**src/rtl/core/bgl_pkg.sv**
```systemverilog
// Shared types and constants for the bitmap glyph layout block.
// Used by every module under rtl/core but bgl_ram; depends on nothing else.
package bgl_pkg;

	// Command codes on the input channel.
	localparam logic [1:0] CMD_START = 2'd0;
	localparam logic [1:0] CMD_CHAR  = 2'd1;
	localparam logic [1:0] CMD_TABLE = 2'd2;

	localparam logic [7:0] NEWLINE_CODE = 8'd10;

	// Register indexes (word address) on the configuration port.
	localparam logic [2:0] REG_GLYPH_WIDTH   = 3'd0;
	localparam logic [2:0] REG_GLYPH_HEIGHT  = 3'd1;
	localparam logic [2:0] REG_FIRST_CODE    = 3'd2;
	localparam logic [2:0] REG_GLYPH_COUNT   = 3'd3;
	localparam logic [2:0] REG_ATLAS_COLUMNS = 3'd4;
	localparam logic [2:0] REG_DRAW_SCALE    = 3'd5;

	// Register reset values.
	localparam logic [6:0]  RST_GLYPH_WIDTH   = 7'd8;
	localparam logic [6:0]  RST_GLYPH_HEIGHT  = 7'd12;
	localparam logic [7:0]  RST_FIRST_CODE    = 8'd32;
	localparam logic [8:0]  RST_GLYPH_COUNT   = 9'd96;
	localparam logic [8:0]  RST_ATLAS_COLUMNS = 9'd16;
	localparam logic [15:0] RST_DRAW_SCALE    = 16'd256;

	// Quotient bits the column/row divider resolves per cycle.
	localparam int DIV_STEPS = 4;

	typedef enum logic [2:0] {
		KIND_START,
		KIND_TABLE,
		KIND_NEWLINE,
		KIND_GLYPH,
		KIND_SKIP
	} kind_t;

	typedef enum logic [1:0] {
		BK_IDLE,
		BK_DIV_A,
		BK_DIV_B,
		BK_EMIT
	} bk_state_t;

	// Configuration as seen by the front and back ends, with the scaled
	// cell sizes precomputed.
	typedef struct packed {
		logic [6:0]  glyph_width;
		logic [6:0]  glyph_height;
		logic [7:0]  first_code;
		logic [8:0]  glyph_count;
		logic [8:0]  atlas_columns;
		logic [15:0] draw_scale;
		logic [22:0] width_scaled;
		logic [22:0] height_scaled;
	} cfg_t;

	// One classified command waiting for the back end.
	typedef struct packed {
		kind_t              kind;
		logic [6:0]         code;
		logic [6:0]         idx;
		logic [7:0]         adv;
		logic signed [23:0] pos_x;
		logic signed [23:0] pos_y;
	} q_entry_t;

endpackage

```
**src/rtl/core/bgl_ram.sv**
```systemverilog
// Generic single-write, single-read RAM with a registered read port.
// Standalone; used for the advance width store.
module bgl_ram #(
	parameter int WIDTH = 8,
	parameter int DEPTH = 128
) (
	input  logic                     clk,
	input  logic                     we,
	input  logic [$clog2(DEPTH)-1:0] waddr,
	input  logic [WIDTH-1:0]         wdata,
	input  logic                     re,
	input  logic [$clog2(DEPTH)-1:0] raddr,
	output logic [WIDTH-1:0]         rdata
);

	logic [WIDTH-1:0] mem_q [DEPTH];

	always_ff @(posedge clk) begin
		if (we) begin
			mem_q[waddr] <= wdata;
		end
		if (re) begin
			rdata <= mem_q[raddr];
		end
	end

endmodule

```
**src/rtl/core/bgl_front.sv**
```systemverilog
// Front end: accepts input transfers and classifies each command.
// Depends on bgl_pkg; feeds bgl_queue.
module bgl_front (
	input  logic               in_valid,
	output logic               in_ready,
	input  logic [1:0]         cmd,
	input  logic [7:0]         char_code,
	input  logic signed [23:0] pos_x,
	input  logic signed [23:0] pos_y,
	input  logic [6:0]         table_index,
	input  logic [7:0]         advance_width,
	input  bgl_pkg::cfg_t      cfg,
	input  logic               q_full,
	output logic               push,
	output bgl_pkg::q_entry_t  entry
);

	logic       known_cmd;
	logic [7:0] diff;
	logic       in_range;

	assign in_ready  = !q_full;
	assign known_cmd = (cmd == bgl_pkg::CMD_START) || (cmd == bgl_pkg::CMD_CHAR)
		|| (cmd == bgl_pkg::CMD_TABLE);
	// Unknown commands are taken and dropped here.
	assign push = in_valid && in_ready && known_cmd;

	// Codes with the top bit set are negative as signed bytes, never in range.
	assign diff     = char_code - cfg.first_code;
	assign in_range = !char_code[7] && (char_code >= cfg.first_code)
		&& ({1'b0, diff} < cfg.glyph_count);

	always_comb begin
		entry.code  = char_code[6:0];
		entry.idx   = diff[6:0];
		entry.adv   = advance_width;
		entry.pos_x = pos_x;
		entry.pos_y = pos_y;
		priority if (cmd == bgl_pkg::CMD_START) begin
			entry.kind = bgl_pkg::KIND_START;
		end else if (cmd == bgl_pkg::CMD_TABLE) begin
			entry.kind = bgl_pkg::KIND_TABLE;
			entry.code = table_index;
		end else if (char_code == bgl_pkg::NEWLINE_CODE) begin
			entry.kind = bgl_pkg::KIND_NEWLINE;
		end else if (in_range) begin
			entry.kind = bgl_pkg::KIND_GLYPH;
		end else begin
			entry.kind = bgl_pkg::KIND_SKIP;
		end
	end

endmodule

```
**src/rtl/core/bgl_queue.sv**
```systemverilog
// Two-entry queue of classified commands between front and back ends.
// Depends on bgl_pkg for the entry type.
module bgl_queue (
	input  logic              clk,
	input  logic              arst_n,
	input  logic              push,
	input  bgl_pkg::q_entry_t push_entry,
	output logic              full,
	input  logic              pop,
	output logic              not_empty,
	output bgl_pkg::q_entry_t head
);

	bgl_pkg::q_entry_t slot_q [2];
	logic              wr_ptr_q;
	logic              rd_ptr_q;
	logic [1:0]        count_q;

	assign full      = (count_q == 2'd2);
	assign not_empty = (count_q != 2'd0);
	assign head      = slot_q[rd_ptr_q];

	always_ff @(posedge clk or negedge arst_n) begin
		if (!arst_n) begin
			wr_ptr_q <= 1'b0;
			rd_ptr_q <= 1'b0;
			count_q  <= 2'd0;
		end else begin
			if (push) begin
				wr_ptr_q <= !wr_ptr_q;
			end
			if (pop) begin
				rd_ptr_q <= !rd_ptr_q;
			end
			if (push && !pop) begin
				count_q <= count_q + 2'd1;
			end else if (pop && !push) begin
				count_q <= count_q - 2'd1;
			end
		end
	end

	always_ff @(posedge clk) begin
		if (push) begin
			slot_q[wr_ptr_q] <= push_entry;
		end
	end

endmodule

```
**src/rtl/core/bgl_back.sv**
```systemverilog
// Back end: pen state, advance table, column/row divider and result register.
// Depends on bgl_pkg and bgl_ram; pops commands from bgl_queue.
module bgl_back #(
	parameter int ADVANCE_ENTRIES = 128,
	parameter int PEN_BITS        = 24
) (
	input  logic               clk,
	input  logic               arst_n,
	input  bgl_pkg::cfg_t      cfg,
	input  logic               q_valid,
	input  bgl_pkg::q_entry_t  q_head,
	output logic               q_pop,
	output logic               out_valid,
	input  logic               out_ready,
	output logic [13:0]        src_x,
	output logic [13:0]        src_y,
	output logic [6:0]         src_w,
	output logic [6:0]         src_h,
	output logic signed [23:0] dst_x,
	output logic signed [23:0] dst_y,
	output logic [21:0]        dst_w,
	output logic [21:0]        dst_h
);

	localparam int AW    = $clog2(ADVANCE_ENTRIES);
	localparam int SUM_W = ((PEN_BITS > 25) ? PEN_BITS : 25) + 1;
	localparam logic signed [SUM_W-1:0] PEN_MAX =
		{{(SUM_W-PEN_BITS+1){1'b0}}, {(PEN_BITS-1){1'b1}}};
	localparam logic signed [SUM_W-1:0] PEN_MIN = ~PEN_MAX;
	localparam logic signed [SUM_W-1:0] OUT_MAX = {{(SUM_W-23){1'b0}}, {23{1'b1}}};
	localparam logic signed [SUM_W-1:0] OUT_MIN = ~OUT_MAX;

	function automatic logic signed [PEN_BITS-1:0] sat_pen(input logic signed [SUM_W-1:0] v);
		logic signed [PEN_BITS-1:0] r;
		if (v > PEN_MAX) begin
			r = PEN_MAX[PEN_BITS-1:0];
		end else if (v < PEN_MIN) begin
			r = PEN_MIN[PEN_BITS-1:0];
		end else begin
			r = v[PEN_BITS-1:0];
		end
		return r;
	endfunction

	function automatic logic signed [23:0] sat_out(input logic signed [SUM_W-1:0] v);
		logic signed [23:0] r;
		if (v > OUT_MAX) begin
			r = OUT_MAX[23:0];
		end else if (v < OUT_MIN) begin
			r = OUT_MIN[23:0];
		end else begin
			r = v[23:0];
		end
		return r;
	endfunction

	// Restoring division, a few quotient bits per call. The dividend sits
	// in the quotient register and shifts out as quotient bits shift in.
	function automatic logic [16:0] div_steps(input logic [8:0] rem_in,
		input logic [7:0] quo_in, input logic [8:0] dvs);
		logic [8:0] r;
		logic [7:0] q;
		r = rem_in;
		q = quo_in;
		for (int i = 0; i < bgl_pkg::DIV_STEPS; i++) begin
			r = {r[7:0], q[7]};
			q = {q[6:0], 1'b0};
			if (r >= dvs) begin
				r    = r - dvs;
				q[0] = 1'b1;
			end
		end
		return {r, q};
	endfunction

	bgl_pkg::bk_state_t state_q, state_d;

	logic signed [PEN_BITS-1:0] pen_x_q, pen_y_q, line_x_q;
	logic [ADVANCE_ENTRIES-1:0] written_q;
	logic                       hit_q;
	logic [8:0]                 rem_q;
	logic [7:0]                 quo_q;
	logic [23:0]                adv_scaled_q;
	logic                       out_valid_q;

	logic             out_free;
	logic             emit;
	logic             div_run;
	logic             start_glyph;
	logic             ram_we;
	logic [7:0]       ram_rdata;
	logic [8:0]       divisor;
	logic [16:0]      div_next;
	logic [7:0]       adv_sel;

	logic signed [SUM_W-1:0] pen_x_ext, pen_y_ext;
	logic signed [SUM_W-1:0] pos_x_ext, pos_y_ext;
	logic signed [SUM_W-1:0] add_adv, add_width, add_height;

	assign out_free = !out_valid_q || out_ready;
	assign divisor  = (cfg.atlas_columns == 9'd0) ? 9'd1 : cfg.atlas_columns;
	assign div_next = div_steps(rem_q, quo_q, divisor);
	assign adv_sel  = hit_q ? ram_rdata : {1'b0, cfg.glyph_width};

	assign pen_x_ext  = SUM_W'(pen_x_q);
	assign pen_y_ext  = SUM_W'(pen_y_q);
	assign pos_x_ext  = SUM_W'(q_head.pos_x);
	assign pos_y_ext  = SUM_W'(q_head.pos_y);
	assign add_adv    = signed'({{(SUM_W-24){1'b0}}, adv_scaled_q});
	assign add_width  = signed'({{(SUM_W-23){1'b0}}, cfg.width_scaled});
	assign add_height = signed'({{(SUM_W-23){1'b0}}, cfg.height_scaled});

	always_comb begin
		state_d     = state_q;
		q_pop       = 1'b0;
		emit        = 1'b0;
		div_run     = 1'b0;
		start_glyph = 1'b0;
		ram_we      = 1'b0;
		unique case (state_q)
			bgl_pkg::BK_IDLE: begin
				if (q_valid) begin
					q_pop = 1'b1;
					if (q_head.kind == bgl_pkg::KIND_GLYPH) begin
						start_glyph = 1'b1;
						state_d     = bgl_pkg::BK_DIV_A;
					end
					if (q_head.kind == bgl_pkg::KIND_TABLE) begin
						ram_we = 1'b1;
					end
				end
			end
			bgl_pkg::BK_DIV_A: begin
				div_run = 1'b1;
				state_d = bgl_pkg::BK_DIV_B;
			end
			bgl_pkg::BK_DIV_B: begin
				div_run = 1'b1;
				state_d = bgl_pkg::BK_EMIT;
			end
			bgl_pkg::BK_EMIT: begin
				if (out_free) begin
					emit    = 1'b1;
					state_d = bgl_pkg::BK_IDLE;
				end
			end
			default: state_d = bgl_pkg::BK_IDLE;
		endcase
	end

	always_ff @(posedge clk or negedge arst_n) begin
		if (!arst_n) begin
			state_q <= bgl_pkg::BK_IDLE;
		end else begin
			state_q <= state_d;
		end
	end

	// Pen, line origin, written bits and result valid.
	always_ff @(posedge clk or negedge arst_n) begin
		if (!arst_n) begin
			pen_x_q     <= '0;
			pen_y_q     <= '0;
			line_x_q    <= '0;
			written_q   <= '0;
			out_valid_q <= 1'b0;
		end else begin
			if (q_pop) begin
				unique case (q_head.kind)
					bgl_pkg::KIND_START: begin
						pen_x_q  <= sat_pen(pos_x_ext);
						pen_y_q  <= sat_pen(pos_y_ext);
						line_x_q <= sat_pen(pos_x_ext);
					end
					bgl_pkg::KIND_TABLE: begin
						written_q[AW'(q_head.code)] <= 1'b1;
					end
					bgl_pkg::KIND_NEWLINE: begin
						pen_x_q <= line_x_q;
						pen_y_q <= sat_pen(pen_y_ext + add_height);
					end
					bgl_pkg::KIND_SKIP: begin
						pen_x_q <= sat_pen(pen_x_ext + add_width);
					end
					default: begin
					end
				endcase
			end
			if (emit) begin
				pen_x_q     <= sat_pen(pen_x_ext + add_adv);
				out_valid_q <= 1'b1;
			end else if (out_ready) begin
				out_valid_q <= 1'b0;
			end
		end
	end

	// Divider, advance product and result payload.
	always_ff @(posedge clk) begin
		if (start_glyph) begin
			rem_q <= 9'd0;
			quo_q <= {1'b0, q_head.idx};
			hit_q <= written_q[AW'(q_head.code)];
		end
		if (div_run) begin
			rem_q <= div_next[16:8];
			quo_q <= div_next[7:0];
		end
		if (state_q == bgl_pkg::BK_DIV_A) begin
			adv_scaled_q <= 24'(adv_sel) * 24'(cfg.draw_scale);
		end
		if (emit) begin
			src_x <= 14'(rem_q[6:0]) * 14'(cfg.glyph_width);
			src_y <= 14'(quo_q[6:0]) * 14'(cfg.glyph_height);
			src_w <= cfg.glyph_width;
			src_h <= cfg.glyph_height;
			dst_x <= sat_out(pen_x_ext);
			dst_y <= sat_out(pen_y_ext);
			dst_w <= cfg.width_scaled[22] ? {22{1'b1}} : cfg.width_scaled[21:0];
			dst_h <= cfg.height_scaled[22] ? {22{1'b1}} : cfg.height_scaled[21:0];
		end
	end

	assign out_valid = out_valid_q;

	bgl_ram #(
		.WIDTH(8),
		.DEPTH(ADVANCE_ENTRIES)
	) u_advance_ram (
		.clk  (clk),
		.we   (ram_we),
		.waddr(AW'(q_head.code)),
		.wdata(q_head.adv),
		.re   (start_glyph),
		.raddr(AW'(q_head.code)),
		.rdata(ram_rdata)
	);

endmodule

```
**src/rtl/core/bitmap_glyph_layout_core.sv**
```systemverilog
// Top level of the bitmap glyph layout block: configuration registers,
// front end, command queue and back end. Depends on bgl_pkg and all bgl_* modules.
//
// Usage. Commands arrive on the in_valid/in_ready channel: start (sets pen
// and line origin), character, and advance table write. Each drawn glyph
// leaves as one transfer on the out_valid/out_ready channel carrying the
// atlas source rectangle and the scaled screen rectangle. Newlines, codes
// outside the atlas, table writes and start commands make no result; an
// unknown command is taken and dropped.
// The back-end sequencer takes each glyph through the advance RAM read,
// the DIV_A and DIV_B states of the four-bit-per-cycle column/row divider
// and the result load, popping no new command meanwhile; any other command
// is finished as it is popped. The front end takes a new transfer every
// cycle while the two-entry queue has room, so input keeps flowing while
// a result waits on a stalled receiver; the back end holds its finished
// glyph until the result register frees. Reset clears the pen, the line
// origin and every advance written bit at once (no clearing pass) and
// restores register defaults. Registers are APB writable at byte address
// 4*index; the user must write them only while idle, unchecked by the block.
module bitmap_glyph_layout_core #(
	parameter int ADVANCE_ENTRIES = 128,
	parameter int PEN_BITS        = 24
) (
	input  logic               clk,
	input  logic               arst_n,
	// Configuration port
	input  logic               psel,
	input  logic               penable,
	input  logic               pwrite,
	input  logic [4:0]         paddr,
	input  logic [31:0]        pwdata,
	output logic [31:0]        prdata,
	output logic               pready,
	// Input channel
	input  logic               in_valid,
	output logic               in_ready,
	input  logic [1:0]         cmd,
	input  logic [7:0]         char_code,
	input  logic signed [23:0] pos_x,
	input  logic signed [23:0] pos_y,
	input  logic [6:0]         table_index,
	input  logic [7:0]         advance_width,
	// Result channel
	output logic               out_valid,
	input  logic               out_ready,
	output logic [13:0]        src_x,
	output logic [13:0]        src_y,
	output logic [6:0]         src_w,
	output logic [6:0]         src_h,
	output logic signed [23:0] dst_x,
	output logic signed [23:0] dst_y,
	output logic [21:0]        dst_w,
	output logic [21:0]        dst_h
);

	logic [6:0]  glyph_width_q;
	logic [6:0]  glyph_height_q;
	logic [7:0]  first_code_q;
	logic [8:0]  glyph_count_q;
	logic [8:0]  atlas_columns_q;
	logic [15:0] draw_scale_q;
	logic [22:0] width_scaled_q;
	logic [22:0] height_scaled_q;

	logic              cfg_write;
	logic [2:0]        reg_index;
	bgl_pkg::cfg_t     cfg;
	logic              q_full;
	logic              q_push;
	logic              q_pop;
	logic              q_valid;
	bgl_pkg::q_entry_t q_in;
	bgl_pkg::q_entry_t q_head;

	assign pready    = 1'b1;
	assign reg_index = paddr[4:2];
	assign cfg_write = psel && penable && pwrite;

	always_ff @(posedge clk or negedge arst_n) begin
		if (!arst_n) begin
			glyph_width_q   <= bgl_pkg::RST_GLYPH_WIDTH;
			glyph_height_q  <= bgl_pkg::RST_GLYPH_HEIGHT;
			first_code_q    <= bgl_pkg::RST_FIRST_CODE;
			glyph_count_q   <= bgl_pkg::RST_GLYPH_COUNT;
			atlas_columns_q <= bgl_pkg::RST_ATLAS_COLUMNS;
			draw_scale_q    <= bgl_pkg::RST_DRAW_SCALE;
		end else if (cfg_write) begin
			unique case (reg_index)
				bgl_pkg::REG_GLYPH_WIDTH:   glyph_width_q   <= pwdata[6:0];
				bgl_pkg::REG_GLYPH_HEIGHT:  glyph_height_q  <= pwdata[6:0];
				bgl_pkg::REG_FIRST_CODE:    first_code_q    <= pwdata[7:0];
				bgl_pkg::REG_GLYPH_COUNT:   glyph_count_q   <= pwdata[8:0];
				bgl_pkg::REG_ATLAS_COLUMNS: atlas_columns_q <= pwdata[8:0];
				bgl_pkg::REG_DRAW_SCALE:    draw_scale_q    <= pwdata[15:0];
				default: begin
				end
			endcase
		end
	end

	// The scaled cell sizes are registered, so they follow the registers
	// in the cycle after a change.
	always_ff @(posedge clk) begin
		width_scaled_q  <= 23'(glyph_width_q) * 23'(draw_scale_q);
		height_scaled_q <= 23'(glyph_height_q) * 23'(draw_scale_q);
	end

	always_comb begin
		unique case (reg_index)
			bgl_pkg::REG_GLYPH_WIDTH:   prdata = {25'd0, glyph_width_q};
			bgl_pkg::REG_GLYPH_HEIGHT:  prdata = {25'd0, glyph_height_q};
			bgl_pkg::REG_FIRST_CODE:    prdata = {24'd0, first_code_q};
			bgl_pkg::REG_GLYPH_COUNT:   prdata = {23'd0, glyph_count_q};
			bgl_pkg::REG_ATLAS_COLUMNS: prdata = {23'd0, atlas_columns_q};
			bgl_pkg::REG_DRAW_SCALE:    prdata = {16'd0, draw_scale_q};
			default:                    prdata = 32'd0;
		endcase
	end

	always_comb begin
		cfg.glyph_width   = glyph_width_q;
		cfg.glyph_height  = glyph_height_q;
		cfg.first_code    = first_code_q;
		cfg.glyph_count   = glyph_count_q;
		cfg.atlas_columns = atlas_columns_q;
		cfg.draw_scale    = draw_scale_q;
		cfg.width_scaled  = width_scaled_q;
		cfg.height_scaled = height_scaled_q;
	end

	bgl_front u_front (
		.in_valid     (in_valid),
		.in_ready     (in_ready),
		.cmd          (cmd),
		.char_code    (char_code),
		.pos_x        (pos_x),
		.pos_y        (pos_y),
		.table_index  (table_index),
		.advance_width(advance_width),
		.cfg          (cfg),
		.q_full       (q_full),
		.push         (q_push),
		.entry        (q_in)
	);

	bgl_queue u_queue (
		.clk       (clk),
		.arst_n    (arst_n),
		.push      (q_push),
		.push_entry(q_in),
		.full      (q_full),
		.pop       (q_pop),
		.not_empty (q_valid),
		.head      (q_head)
	);

	bgl_back #(
		.ADVANCE_ENTRIES(ADVANCE_ENTRIES),
		.PEN_BITS       (PEN_BITS)
	) u_back (
		.clk      (clk),
		.arst_n   (arst_n),
		.cfg      (cfg),
		.q_valid  (q_valid),
		.q_head   (q_head),
		.q_pop    (q_pop),
		.out_valid(out_valid),
		.out_ready(out_ready),
		.src_x    (src_x),
		.src_y    (src_y),
		.src_w    (src_w),
		.src_h    (src_h),
		.dst_x    (dst_x),
		.dst_y    (dst_y),
		.dst_w    (dst_w),
		.dst_h    (dst_h)
	);

endmodule

```
**config.mk**
```make
export PLATFORM = sky130hd
export DESIGN_NAME = bitmap_glyph_layout_core
export DESIGN_NICKNAME = d
export VERILOG_FILES = /design/src/rtl/core/bgl_pkg.sv /design/src/rtl/core/bgl_ram.sv /design/src/rtl/core/bgl_front.sv /design/src/rtl/core/bgl_queue.sv /design/src/rtl/core/bgl_back.sv /design/src/rtl/core/bitmap_glyph_layout_core.sv
export SDC_FILE = /design/constraint.sdc
export NUM_CORES = 2
export LEC_CHECK = 0
export ABC_AREA = 1
export CORE_ASPECT_RATIO = 0.7
export CORE_MARGIN = 8
export CORE_UTILIZATION = 60
export DETAILED_ROUTE_END_ITERATION = 8
export DONT_BUFFER_PORTS = 1
export HOLD_SLACK_MARGIN = 0.05
export PLACE_DENSITY_LB_ADDON = 0.15
export SYNTH_ARGS = -nofsm -noshare
export SYNTH_HDL_FRONTEND = slang
export SYNTH_HIERARCHICAL = 1
export SYNTH_SLANG_ARGS = --single-unit
export TNS_END_PERCENT = 100
```
**constraint.sdc**
```tcl
create_clock -name clk -period 18.8 [get_ports clk]
set_input_delay 1.88 -clock clk [delete_from_list [all_inputs] [get_ports clk]]
set_output_delay 1.88 -clock clk [all_outputs]
set_load 0.05 [all_outputs]
```
# [Word level (Yosys, flattened, before mapping)]
# Memories as Yosys holds them, arrays and structs flattened. A register that Yosys moved wholly into a read port is not among the register bits.
# Index checks and enable logic that the tools add are counted.
[totals] n_memories=2 latchBits=0 mem_bits_ro=0 out_inout_bits=169 elab_cells=195 ram_bits=1170 regBits=484 inputBits=117
[memory_table] memory="u_back.u_advance_ram.mem_q" words=128 width=8 read_ports=1 rd_clocked_by_memory_dff=1 write_ports=1 line="bgl_ram.sv:16" source="logic [WIDTH-1:0] mem_q [DEPTH];"
[memory_table] memory="u_queue.slot_q" words=2 width=73 read_ports=1 rd_clocked_by_memory_dff=0 write_ports=1 line="bgl_queue.sv:14" source="bgl_pkg::q_entry_t slot_q [2];"
[classes] muxes=64 bitwise_logic=1 order_cmp=22 n_reduce_logical=43 div_mod_pow=0 n_mul=5 add_sub_neg=10 eq_ne=19 n_shift=0
[op_table] cell="24-bit two-way mux" count=14
[op_table] cell="128-bit bitwise OR" count=1
[op_table] cell="24-bit greater-than comparator, second input constant" count=4
[op_table] cell="24-bit less-than comparator, second input constant" count=4
[op_table] cell="16-bit case mux with 6 select lines" count=1
[op_table] cell="26-bit by 24-bit greater-than comparator with 1-bit output, second input constant" count=3
[op_table] cell="26-bit by 24-bit less-than comparator with 1-bit output, second input constant" count=3
[op_table] cell="8-bit two-way mux" count=9
[op_table] cell="24-bit case mux with 3 select lines" count=1
[op_table] cell="24-bit by 24-bit adder with 25-bit output" count=2
[op_table] cell="24-bit case mux with 2 select lines" count=1
[op_table] cell="7-bit by 16-bit multiplier with 23-bit output" count=2
[op_table] cell="8-bit subtractor" count=5
[op_table] cell="9-bit >= comparator" count=4
[op_table] cell="7-bit by 7-bit multiplier with 14-bit output" count=2
[op_table] cell="24-bit by 25-bit adder with 26-bit output" count=1
[op_table] cell="8-bit by 16-bit multiplier with 24-bit output" count=1
[op_table] cell="1-bit two-way mux" count=23
[op_table] cell="2-bit AND reduction" count=10
[op_table] cell="7-bit two-way mux" count=2
[op_table] cell="3-bit by 2-bit == test with 1-bit output, second input constant" count=4
[op_table] cell="3-bit two-way mux" count=4
[op_table] cell="2-bit nonzero test" count=6
[op_table] cell="2-bit two-way mux" count=5
[op_table] cell="26 further kinds" count=52

# [Longest topological paths before layout]
[logic_depth] ltp_word=11 depth_mapped=45

# [By module]
# The synthesis kept the hierarchy.
[by_module_without_submodules] module="bgl_ram" seq_area_each_um2=30989.7 area_per_inst_um2=42184.2 instances=1 cells_per_inst=3575
[by_module_without_submodules] module="bgl_back" seq_area_each_um2=10334.9 area_per_inst_um2=29131.7 instances=1 cells_per_inst=3582
[by_module_without_submodules] module="bitmap_glyph_layout_core" seq_area_each_um2=2332.2 area_per_inst_um2=11707.5 instances=1 cells_per_inst=1637
[by_module_without_submodules] module="bgl_queue" seq_area_each_um2=4484.3 area_per_inst_um2=5721.7 instances=1 cells_per_inst=252
[by_module_without_submodules] module="bgl_front" seq_area_each_um2=0.0 area_per_inst_um2=1181.1 instances=1 cells_per_inst=185

# [Worst setup path before layout]
# OpenSTA, ideal clock, no wires.
[synth_timing] path_type="input to register" from="input out_ready" to="register u_back.pen_x_q[15]" arrival_ns=6.607 cell_stages=9 path_buffers=1 path_slack_ns=12.127 path_cell_list="inv_1 nand2_1 nand2_1 inv_1 clkbuf_1 a221oi_1 nand3_1 nand3_1 nand2_1"
[synth_between] elab_chain_cells=5 word_cells_on_any_way=7
[synth_rtl] item="start: declaration" line="bitmap_glyph_layout_core.sv:45" source="input logic out_ready,"
[synth_rtl] item="1-bit logical OR *" line="bgl_back.sv:100" source="assign out_free = !out_valid_q || out_ready;"
[synth_rtl] item="1-bit two-way mux *" line="bgl_back.sv:142" source="if (out_free) begin"
[synth_rtl] item="1-bit two-way mux *" line="bgl_back.sv:120" source="unique case (state_q)"
[synth_rtl] item="net u_back.emit" line="bgl_back.sv:87" source="logic emit;"
[synth_rtl] item="4-bit nonzero test (no line) or 2-bit nonzero test (tied branches)"
[synth_rtl] item="2-bit AND reduction (no line)"
[synth_rtl] item="end signal: assignment" line="bgl_back.sv:171" source="pen_x_q <= sat_pen(pos_x_ext);"
[synth_rtl] item="end signal: assignment" line="bgl_back.sv:179" source="pen_x_q <= line_x_q;"
[synth_rtl] item="end signal: assignment" line="bgl_back.sv:183" source="pen_x_q <= sat_pen(pen_x_ext + add_width);"
[synth_rtl] item="end: declaration" line="bgl_back.sv:78" source="logic signed [PEN_BITS-1:0] pen_x_q, pen_y_q, line_x_q;"
# The timed path passes the listed nets; every way through them passes the cells marked *.
# A chain may end at the register's enable or synchronous reset.

# [Worst setup path after layout]
[layout_timing] from="register atlas_columns_q[1]" to="register u_back.rem_q[4] (data pin)"
[layout_between] elab_chain_cells=11 word_cells_on_any_way=15
[layout_rtl] item="start: declaration" line="bitmap_glyph_layout_core.sv:60" source="logic [8:0] atlas_columns_q;"
[layout_rtl] item="start signal: assignment" line="bitmap_glyph_layout_core.sv:85" source="atlas_columns_q <= bgl_pkg::RST_ATLAS_COLUMNS;"
[layout_rtl] item="start signal: assignment" line="bitmap_glyph_layout_core.sv:93" source="bgl_pkg::REG_ATLAS_COLUMNS: atlas_columns_q <= pwdata[8:0];"
[layout_rtl] item="9-bit logical NOT" line="bgl_back.sv:101" source="assign divisor = (cfg.atlas_columns == 9'd0) ? 9'd1 : cfg.atlas_columns;"
[layout_rtl] item="9-bit two-way mux *" line="bgl_back.sv:101"
[layout_rtl] item="8-bit subtractor or 9-bit >= comparator (tied branches)" line="bgl_back.sv:69, bgl_back.sv:68"
[layout_rtl] item="8-bit two-way mux" line="bgl_back.sv:68" source="if (r >= dvs) begin"
[layout_rtl] item="8-bit subtractor or 9-bit >= comparator (tied branches)" line="bgl_back.sv:69, bgl_back.sv:68"
[layout_rtl] item="8-bit two-way mux" line="bgl_back.sv:68"
[layout_rtl] item="8-bit subtractor or 9-bit >= comparator (tied branches)" line="bgl_back.sv:69, bgl_back.sv:68"
[layout_rtl] item="8-bit two-way mux" line="bgl_back.sv:68"
[layout_rtl] item="8-bit subtractor or 9-bit >= comparator (tied branches)" line="bgl_back.sv:69, bgl_back.sv:68"
[layout_rtl] item="8-bit two-way mux *" line="bgl_back.sv:68"
[layout_rtl] item="8-bit two-way mux *" line="bgl_back.sv:205" source="if (div_run) begin"
[layout_rtl] item="end signal: assignment" line="bgl_back.sv:206" source="rem_q <= div_next[16:8];"
[layout_rtl] item="end: declaration" line="bgl_back.sv:81" source="logic [8:0] rem_q;"
# Every way passes the cells marked *; elsewhere a longest branch is shown, timed or not.

==> results.txt <==
DR vias/cell: 5.84
Routability Congestion: 0.973
Min cycle time layout: 9010 ps
Status: finished with violations
Layout cell share with drive strength beyond 1: 0.0687
#FFs+latches synth: 1662
WP buf/inv: 8
Most numerous cell on the critical path: inv_1
IO Count: 286
Violated checks: capacitance limit, slew limit
RSZ-0062 raised after global routing: no
RR Endpoint: u_back/rem_q[4]
Reg clk slew, reported paths: 70 ps
Vias: 64748
Number of global-route vias before repair: 61380
First-pass GRT wire length: 369000 µm
GRT Util Overall: 0.291
Die H: 340 µm
Setup bufs post-CTS: 0
Final hold viol count: 0
Clock skew: 33.1 ps
Startpoint types: flop
Worst slew pin tran: 1530 ps
Worst path slowest cell: a21oi_1
Critical path endpoint category: flop
Yosys cell types: 63
Post-CTS sizing: 0
Worst skew pair latency: 810 ps
Mean post-synth cell area: 9.74 µm²
Post-place instance area: 90300 µm²
Layout area overhead: 6.37%
Final net count: 9676
R2r startpoint: atlas_columns_q[1]
HP Class: reg -> reg
Crit path required time: 19460 ps
Crit path depth: 39
DR DRC count: 0
Post-CTS Hold Fix Bufs: 0
Async S/R FF share, synth: 0.158
R2R setup slack: 9790 ps
Slew HR: -0.0271
Die footprint: 163000 µm²
CTS max path bufs: 3
Sequential fraction of the synthesis area: 0.535
Largest net degree at the start of global routing: 277
CTS Buf Count: 156
Routed Antenna Nets: 0
Clock Tree Root: clkbuf_16
Max Transition Viols Final: 1
Hpwl dp: 160000 µm
CP top delay family: compound AO/OA/AOI/OAI gates
Crit-path max FO: 14
Critical path arrival: 9670 ps
Largest stage delay, worst path: 840 ps
Site row count: 119
WL per Instance: 21.9 µm
Critical Setup Path Class: reg -> reg
# setup viols final: 0
Post-synth EDFFs: 1353
Die W: 479 µm
PortBufs: 0
First DRT Iteration DRCs: 7638
CTS tree: built
CORE AREA: 150000 µm²
TNS Setup: 0 ps
Initial antenna violation count: 4
Post-Route WL: 243000 µm
Cell Area, Synth: 89900 µm²
Tcrit/Tclk final: 0.479
Syn Inst Count: 9231
Hold wc startpoint: u_back/written_q[41]
Synth Warn #: 6
Min-Delay Endpoint: u_back/written_q[41]
Hold Path Depth: 2
Gr ovfl total: 0
Maximum clock frequency: 0.111 GHz
Drt pass-1 iters: 8
Max H-tree Level: 4
CTS Sinks: 1662
Most common flop cell mapped by yosys: edfxtp_1
Maxcap violations: 1
FF-to-FF path depth: 39
Initial core utilization: 0.601
Finished Cell Area: 95700 µm²
[cell usage in the layout (no fill, tap or decap), drive strengths merged, types with 64 or more instances in the layout]
master  instances
nor2          488
inv          1096
clkinv         64
buf            77
fa            278
xor2          102
mux2           99
nand2        2655
nand3        1140
o21ai         276
edfxtp       1353
clkbuf        187
dfrtp         255
a21oi         222
ha            317
[cell usage after synthesis, types with 7 or more instances]
library cell  instances  area share
buf_1                22     0.00092
mux2_2               35      0.0044
buf_6                40      0.0050
o21ai_2              11      0.0011
o22ai_1              40      0.0028
inv_2                19     0.00079
clkbuf_1            189      0.0079
fa_1                278       0.062
nand2_1            2632        0.11
nor2_2               16      0.0011
dfxtp_1              46       0.010
o21bai_1             26      0.0022
buf_4               119      0.0099
nand4_1              37      0.0026
nor2_1              466       0.019
edfxtp_1           1353        0.45
a21oi_2               7     0.00068
nand3_1            1121       0.062
a22oi_1               9     0.00075
xor2_1              102      0.0099
nand2_2              22      0.0015
nor3_1               42      0.0023
or2_2                58      0.0040
o211ai_1             15      0.0013
inv_1              1065       0.044
o21ai_0             198       0.011
a31o_2               35      0.0034
buf_2               146      0.0081
xnor2_1              38      0.0037
dfstp_2               8      0.0023
o21ai_1              67      0.0037
ha_1                317       0.044
nand3_2              19      0.0021
a21oi_1             214       0.012
a221oi_1             23      0.0022
mux2_4               61       0.010
dfrtp_1             255       0.071
[worst max path at each step]
stage                       startpoint                  to  slack [ps]
floorplan                    out_ready  u_back/pen_x_q[15]       12130
global placement    atlas_columns_q[1]     u_back/rem_q[4]        9810
detailed placement  atlas_columns_q[1]     u_back/rem_q[4]        9980
CTS                 atlas_columns_q[1]     u_back/rem_q[4]        9950
global route        atlas_columns_q[1]     u_back/rem_q[4]        9020
finish              atlas_columns_q[1]     u_back/rem_q[4]        9790
[final cells by class]
class                   instances  area, µm²
repair buffers                 77        594
fillers                     11993      54000
well taps                    1996       2500
clock buffers                 187       4120
inverters                    1091       4130
flip-flops and latches       1662      48100
multi-input cells            5976      34900
clock inverters               103       1230
diodes                          4       10.0
[sequential cells by signal, indices dropped and copies added (netlist names), 14 cells and up]
register / cells
u_back/src_y: 14
u_queue/slot_q: 146
u_back/dst_h: 22
u_back/written_q: 128
u_back/adv_scaled_q: 24
u_back/dst_y: 24
u_back/dst_x: 24
u_back/dst_w: 22
u_back/pen_x_q: 24
u_back/pen_y_q: 24
draw_scale_q: 16
width_scaled_q: 23
u_back/src_x: 14
height_scaled_q: 23
u_back/line_x_q: 24
u_back/u_advance_ram/mem_q: 1024
[per-layer routing]
metal	global-route usage	part of all wire
met5	0	0
met4	0.0700	0.020
met3	0.0765	0.12
met2	0.419	0.42
met1	0.443	0.44
[per-stage QoR]
| step | utilization | worst slack, ps | cells | hold WS, ps |
|---|---|---|---|---|
| 3_5_place_dp | 0.603 | 9980 | 10802 | 440 |
| 6_report | 0.639 | 9790 | 11096 | 453 |
| 5_1_grt | 0.639 | 9020 | 11094 | 471 |
| 3_3_place_gp | 0.603 | 9810 | 10802 | 434 |
| 4_1_cts | 0.639 | 9950 | 11092 | 452 |
| 2_1_floorplan | - | 12130 | 9246 | 422 |
[worst min-delay path, delay by kind of cell, from the launching register on]
kind / cells / cell delay [ps]
buf+inv: 1 / 50
flops: 1 / 320
simple gates: 1 / 50
[cell families (layout without fill, tap and decap cells)]
family / after synthesis / count (layout) / synth area share
XOR/XNOR: 140 / 140 / 0.0136
buffers and inverters: 1608 / 1458 / 0.0776
flip-flops: 1662 / 1662 / 0.535
multiplexers: 99 / 99 / 0.0149
adder cells (fa/ha/maj): 595 / 595 / 0.106
other: 2 / 21 / 0.0000835
AO/OA/AOI/OAI: 681 / 681 / 0.0442
AND/OR/NAND/NOR: 4444 / 4444 / 0.208
Power is left out: the tool's default activity adds up to more than one toggle a clock period on the data nets, which glitch-free logic cannot reach.
